File: config.mk
export PLATFORM = sky130hd
export DESIGN_NAME = gap_exp
export DESIGN_NICKNAME = d
export VERILOG_FILES = /design/src/rtl/gap_pkg.sv /design/src/rtl/gap_exp.sv
export SDC_FILE = /design/constraint.sdc
export NUM_CORES = 1
export LEC_CHECK = 0
export ABC_CLOCK_PERIOD_IN_PS = 4800
export BUFFER_PORTS_ARGS = -buffer_cell sky130_fd_sc_hd__buf_2
export CAP_MARGIN = 5
export CORE_ASPECT_RATIO = 0.7
export CORE_MARGIN = 3
export CORE_UTILIZATION = 54
export DETAILED_ROUTE_END_ITERATION = 6
export GPL_TIMING_DRIVEN = 0
export PLACE_DENSITY = 0.76
export RECOVER_POWER = 50
export SYNTH_ARGS = -nofsm -noshare
export SYNTH_HDL_FRONTEND = slang
export SYNTH_SLANG_ARGS = --single-unit
File: constraint.sdc
create_clock -name i_clk -period 4.8 [get_ports i_clk]
set_input_delay 0.48 -clock i_clk [delete_from_list [all_inputs] [get_ports i_clk]]
set_output_delay 0.48 -clock i_clk [all_outputs]
set_load 0.1 [all_outputs]
File: src/rtl/gap_pkg.sv
// Package: field widths, opcodes and control types of the automorphism permuter.
package gap_pkg;

    localparam int OPCODE_W     = 2;
    localparam int POS_W        = 12;
    localparam int COEFF_W      = 64;
    localparam int ROT_W        = 12;
    localparam int CFG_W        = 4;
    localparam int IN_TDATA_W   = 88;  // position + coeff_in + rotation
    localparam int OUT_TDATA_W  = 80;  // coeff_out + out_position, byte padded
    localparam int DEF_MAX_SIZE = 4096;

    localparam logic [CFG_W-1:0] LOG_SIZE_RST = 4'd12;
    localparam logic [CFG_W-1:0] LOG_SIZE_MIN = 4'd2;

    localparam logic [OPCODE_W-1:0] OP_WRITE  = 2'd0;
    localparam logic [OPCODE_W-1:0] OP_SELECT = 2'd1;
    localparam logic [OPCODE_W-1:0] OP_READ   = 2'd2;

    // Request to the exponent unit
    typedef struct packed {
        logic start;
        logic neg;
    } t_exp_ctl;

endpackage

File: src/rtl/gap_exp.sv
// Exponent unit: iterated multiply-by-five modulo 2N, optional negation at the end.
module gap_exp #(
    parameter int AW = 12,
    parameter int EW = 13
) (
    input  logic              i_clk,
    input  logic              i_rst_n,
    input  gap_pkg::t_exp_ctl i_ctl,
    input  logic [AW-1:0]     i_count,
    input  logic [EW-1:0]     i_tmask,
    output logic              o_done,
    output logic [EW-1:0]     o_exp
);
    import gap_pkg::*;

    logic          r_busy;
    logic          r_done;
    logic          r_neg;
    logic [AW-1:0] r_cnt;
    logic [EW-1:0] r_g;
    logic [EW-1:0] r_tmask;
    logic [EW-1:0] r_exp;
    logic [EW-1:0] w_g5;

    // g * 5 as g + 4g, reduced by the power-of-two mask
    assign w_g5 = (r_g + (r_g << 2)) & r_tmask;

    // Sequencer control
    always_ff @(posedge i_clk) begin
        if (!i_rst_n) begin
            r_busy <= 1'b0;
            r_done <= 1'b0;
        end else begin
            r_done <= 1'b0;
            if (i_ctl.start) begin
                r_busy <= 1'b1;
            end else if (r_busy && (r_cnt == '0)) begin
                r_busy <= 1'b0;
                r_done <= 1'b1;
            end
        end
    end

    // Datapath: load, step, finish
    always_ff @(posedge i_clk) begin
        if (i_ctl.start) begin
            r_g     <= EW'(1);
            r_cnt   <= i_count;
            r_neg   <= i_ctl.neg;
            r_tmask <= i_tmask;
        end else if (r_busy) begin
            if (r_cnt == '0) begin
                r_exp <= r_neg ? ((~r_g + EW'(1)) & r_tmask) : r_g;
            end else begin
                r_g   <= w_g5;
                r_cnt <= r_cnt - AW'(1);
            end
        end
    end

    assign o_done = r_done;
    assign o_exp  = r_exp;

endmodule

; ---- Word-level counts from Yosys, hierarchy flattened
; Cells that the tools add are included.
[totals]
regBits = 54
latchBits = 0
ramBits = 0
romBits = 0
inputBits = 29
output_inout_bits = 14
elab_cells = 32
mem_count = 0
[op_classes]
addsub = 3
n_mul = 0
div_mod_pow = 0
order_cmp = 0
eq_ne = 1
shift = 0
mux = 7
n_bitwise = 6
n_reduce_logical = 8
[op_table]
columns = cell, count
row1 = $mux W12, 3
row2 = $and A13 B13 Y13, 2
row3 = $add A13 B1 Y13 const B, 1
row4 = $add A13 B13 Y13, 1
row5 = $mux W13, 1
row6 = $not A13 Y13, 1
row7 = $logic_not A12 Y1, 1
row8 = $sub A12 B1 Y12 const B, 1
row9 = $reduce_and A2 Y1, 2
row10 = $reduce_bool A2 Y1, 2
row11 = $mux W1, 3
row12 = $not A1 Y1, 3
row13 = $reduce_and A3 Y1, 1
row14 = $ne A2 B2 Y1 const B, 1
row15 = $reduce_or A2 Y1, 1
row16 = $logic_and A1 B1 Y1, 1

; ---- Depth between registers and ports, before layout
[depth]
depth_word = 4
depth_mapped = 8
depth_no_buf = 8

; ---- Least setup slack after synthesis
; OpenSTA, ideal clock, no wires.
[synth_timing]
path_type = reg-to-reg
start = register r_g[2]
end = register r_g[12]
setup_time_ps = 114
t_arrival_ps = 2123
t_required_ps = 4686
path_slack_ps = 2563
stages_incl_launch_ff = 9
n_path_buf = 0
synth_period_minus_slack_ps = 2237
cell_sequence = dfxtp_1 ha_1 fa_1 a21o_1 nand4_1 a211oi_1 or4b_1 mux2i_1 a21o_1
[synth_between]
elab_chain_len = 2
[synth_lines]
columns = item, line_no
row1 = "start, declared", gap_exp.sv:20  ; logic [EW-1:0] r_g;
row2 = "start signal, assigned", gap_exp.sv:55  ; r_g <= w_g5;
row3 = $add A13 B13 Y13, gap_exp.sv:26  ; assign w_g5 = (r_g + (r_g << 2)) & r_tmask;
row4 = $and A13 B13 Y13, gap_exp.sv:26
; No other way between the ends.
; A chain may end at the register's enable or synchronous reset.

; ---- Worst setup path in the final report
[layout_timing]
start = register r_cnt[0]
end = register r_g[8]
[layout_between]
elab_chain_len = 3
[layout_lines]
columns = item, line_no
row1 = "start, declared", gap_exp.sv:19  ; logic [AW-1:0] r_cnt;
row2 = "start signal, assigned", gap_exp.sv:48  ; r_cnt <= i_count;
row3 = "start signal, assigned", gap_exp.sv:56  ; r_cnt <= r_cnt - AW'(1);
row4 = $logic_not A12 Y1, gap_exp.sv:52  ; if (r_cnt == '0) begin
row5 = $not A1 Y1 (no source line), -
row6 = $reduce_and A2 Y1 (no source line), -
; No other way between the ends.

==> results.md <==
- Peak Freq: around 0.37 GHz
- Largest area contributor in the netlist: edfxtp_1
- Root Driver: clkbuf_8
- H-tree depth: 2
- Syn Area/Cell: 10.85 sq um
- Hold Path Sink: r_neg
- CP Data Required Time: just over 5 ns
- Fin Setup TNS: 0 ns
- Fin. Hold Viols: 0
- Total track usage: 20.74%
- Hold Buf Count CTS: 0
- Post-DP HPWL: roughly 4400 um
- Reg2Reg Depth: 7
- Initial drt markers: about 140
- Peak VDD IR: 0.0001588 V
- Total die area: ~6000 sq um
- Synth Flop Type: edfxtp_1
- Initial antenna violation count: 0
- Total gr overflow: 0
- Worst Skew: around 0.0074 ns
- Starting Density: between 50 and 60%
- Nets: 350
- Ratio of cells with drive above 1 in the final layout: 13.31%
- Die W: 92.05 um
- Final setup vio count: 0
- Worst setup SP type: register
- RSZ-0062 raised after global routing: no
- Flop2flop setup slack: 2.07 ns
- Clk Latency, worst-skew pair: 0.31 ns
- Cts repair resizes: 0
- DRT Pass-1 Iters: 5
- Cell total after placement: 369
- Switching share of power: 23.82%
- Chip Height: 66.24 um
- Number of global-route vias before repair: 1,993
- Hold slack final: 0.3365 ns
- Most frequent cell after synthesis: edfxtp_1
- TritonCTS Sinks: 54
- Worst path arrival time: just under 3 ns
- Max-slew headroom: 19.93%
- Post-synth EDFFs: 39
- Crit Path Max Fanout: 15
- Antenna cell count: 0
- Remaining DRCs: 0
- Fillers: between 400 and 500
- Synth top area share: 41.84%
- Detail Route Antenna Nets: 0
- Hold WC Path Type: in2reg
- Vias per inst: roughly 5.6
- Cts bufs inserted: 5
- Outcome: finished clean
- Slew at the pin closest to its max-slew limit: 1.197 ns
- Port bufs: 42
- Pwr dens: 300.2 nW/um^2
- DR vias: 2,129
- Power Internal: 728.5 uW
- Launch point of the worst reg-to-reg path: r_cnt[0]
- Row cnt: 21
- Netlist Area Pre-Place: 2799 sq um
- Pin count of the biggest net entering global routing: 17
- First-pass GRT wire length: ~9600 um
- Worst Setup Slack, final: 2.074 ns
- Final min period: 2.726 ns
- Syn Inst Count: 258
- Library cells used by synthesis: 46
- Ports: 43
- Switch Pwr: ~230 uW
- Worst min-delay path startpoint: i_ctl[0]
- Avg WL per Cell: 15.88 um
- FFs w/ async S/R, synth: 0%
- Pre-CTS WS: ~2.2 ns
- Pins Over Slew Limit: 0
- Clock power frac: 31.4%
- Flops & latches, synth: 54
- Post-synth top cells: 39 x edfxtp_1, 29 x o21ai_0, 23 x nand2_1, 15 x dfxtp_1, 15 x xnor2_1
- Seq/Total Area, Yosys: a little over half
- CTS tree: built
- Worst hold path stage count: 1
- Final Cycle Share: 56.80%
- Non-Filler Instances: 377
- Maximum clock insertion buffer count: 2
- Combinational share of power: between 10% and 20%
- CTS clk-pin slew, worst paths: 0.09 ns
- Worst R2R End: r_g[8]
- Worst setup EP type: register
- Setup Buffers After CTS: 0
- Top post-synthesis cells by area: edfxtp_1 42%, dfxtp_1 11%, ha_1 5.8%, o21ai_0 5.2%, xnor2_1 4.7%
- Static Leakage: about 0.0013 uW
- RD Place Congestion: between 0.9 and 1
- Max Cap Viol: 0
- Critical path type: reg2reg
- Syn Nets: 301
- Synth-to-Final Area Change: 13.81%
- Synth warn: 0
- Flop pwr share: between 50 and 60%
- Area of the core: 4887 sq um
- Final wirelength: ~6000 um
## layout by cell type (no fill, tap or decap), types with 2 or more instances in the layout
| cell type | Yosys | routed |
|---|---|---|
| o31ai_2 | 2 | 2 |
| clkbuf_1 | 5 | 21 |
| or3_1 | 4 | 4 |
| o22ai_1 | 2 | 2 |
| buf_2 | 0 | 27 |
| nand2_1 | 23 | 23 |
| xnor2_1 | 15 | 15 |
| o21a_1 | 2 | 2 |
| and3_1 | 2 | 2 |
| clkinv_2 | 0 | 2 |
| mux2i_1 | 3 | 3 |
| dfxtp_1 | 15 | 15 |
| nor2_1 | 9 | 9 |
| edfxtp_1 | 39 | 39 |
| clkbuf_8 | 0 | 5 |
| a22o_1 | 2 | 2 |
| a31oi_1 | 3 | 3 |
| a32o_1 | 7 | 7 |
| a21oi_1 | 11 | 11 |
| nand3b_1 | 2 | 2 |
| o21ai_0 | 29 | 29 |
| nor2b_1 | 2 | 2 |
| nor3_1 | 10 | 10 |
| nand2b_1 | 3 | 3 |
| a21o_1 | 7 | 7 |
| xor2_1 | 4 | 4 |
| nand3_1 | 7 | 7 |
| inv_1 | 14 | 14 |
| a211oi_1 | 3 | 3 |
| ha_1 | 13 | 13 |
| nand4b_1 | 2 | 2 |
## power groups by stage
stage / clock (uW) / combinational, uW / sequential, uW
2_1_floorplan: 0 / 69.3 / 556
3_3_place_gp: 0 / 100 / 561
3_5_place_dp: 0 / 102 / 562
4_1_cts: 303 / 103 / 552
5_1_grt: 320 / 118 / 556
6_report: 300 / 103 / 553
## through the flow
| stage | util [%] | total power, uW | instance area, sq um |
|---|---|---|---|
| 2_1_floorplan | - | 625.1 | 2799 |
| 3_3_place_gp | 63.34 | 661.5 | 3095 |
| 3_5_place_dp | 63.34 | 664.2 | 3095 |
| 4_1_cts | 65.57 | 958.1 | 3204 |
| 5_1_grt | 65.18 | 994.4 | 3186 |
| 6_report | 65.18 | 956.3 | 3186 |
## logic make-up after synthesis
logic type / after synthesis / share of synthesized area [%]
multiplexers: 3 / 1.073
buffers and inverters: 20 / 2.682
XOR/XNOR: 19 / 5.945
AO/OA/AOI/OAI: 75 / 17.84
AND/OR/NAND/NOR: 73 / 13.37
adder cells (fa/ha/maj): 14 / 6.527
flip-flops: 54 / 52.57
## worst max path at each step
stage	depth (start not counted)	endpoint	slack [ns]	from
2_1_floorplan	8	r_g[12]	2.56	r_g[2]
3_3_place_gp	6	r_cnt[4]	2.22	r_cnt[0]
3_5_place_dp	7	r_g[4]	2.16	r_cnt[0]
4_1_cts	7	r_g[8]	2.11	r_cnt[0]
5_1_grt	7	r_g[8]	1.89	r_cnt[0]
6_report	7	r_g[8]	2.07	r_cnt[0]
## critical path: stages, from the launching register on
cell      delay, ns
edfxtp_1       0.43
inv_1          0.12
ha_1           0.15
nor4b_1        0.40
nand4b_1       0.24
a21oi_2        0.53
inv_1          0.46
o21ai_0        0.29
## per-layer routing
| layer | part of all wire (%) | track usage [%] |
|---|---|---|
| met2 | 41 | 30.91 |
| met4 | 0.94 | 5.000 |
| met3 | 9.1 | 5.802 |
| met5 | 0 | 0 |
| met1 | 49 | 29.98 |
## registers in the layout, indices dropped and copies added, names as in the netlist
name     count
o_done       1
o_exp       13
r_busy       1
r_cnt       12
r_g         13
r_neg        1
r_tmask     13
## layout make-up
class                      instances  area, sq um  share of cell area [%]
inverter                          14        52.55                   1.650
multi-input combinational        184         1252                   39.32
timing repair buffer              42        191.4                   6.009
buffer                             6        22.52                  0.7070
tap                               69        86.33                   2.710
clock buffer                       5        68.82                   2.160
sequential                        54         1471                   46.19
clock inverter                     3        40.04                   1.257
(Power assumes the default switching activity.)
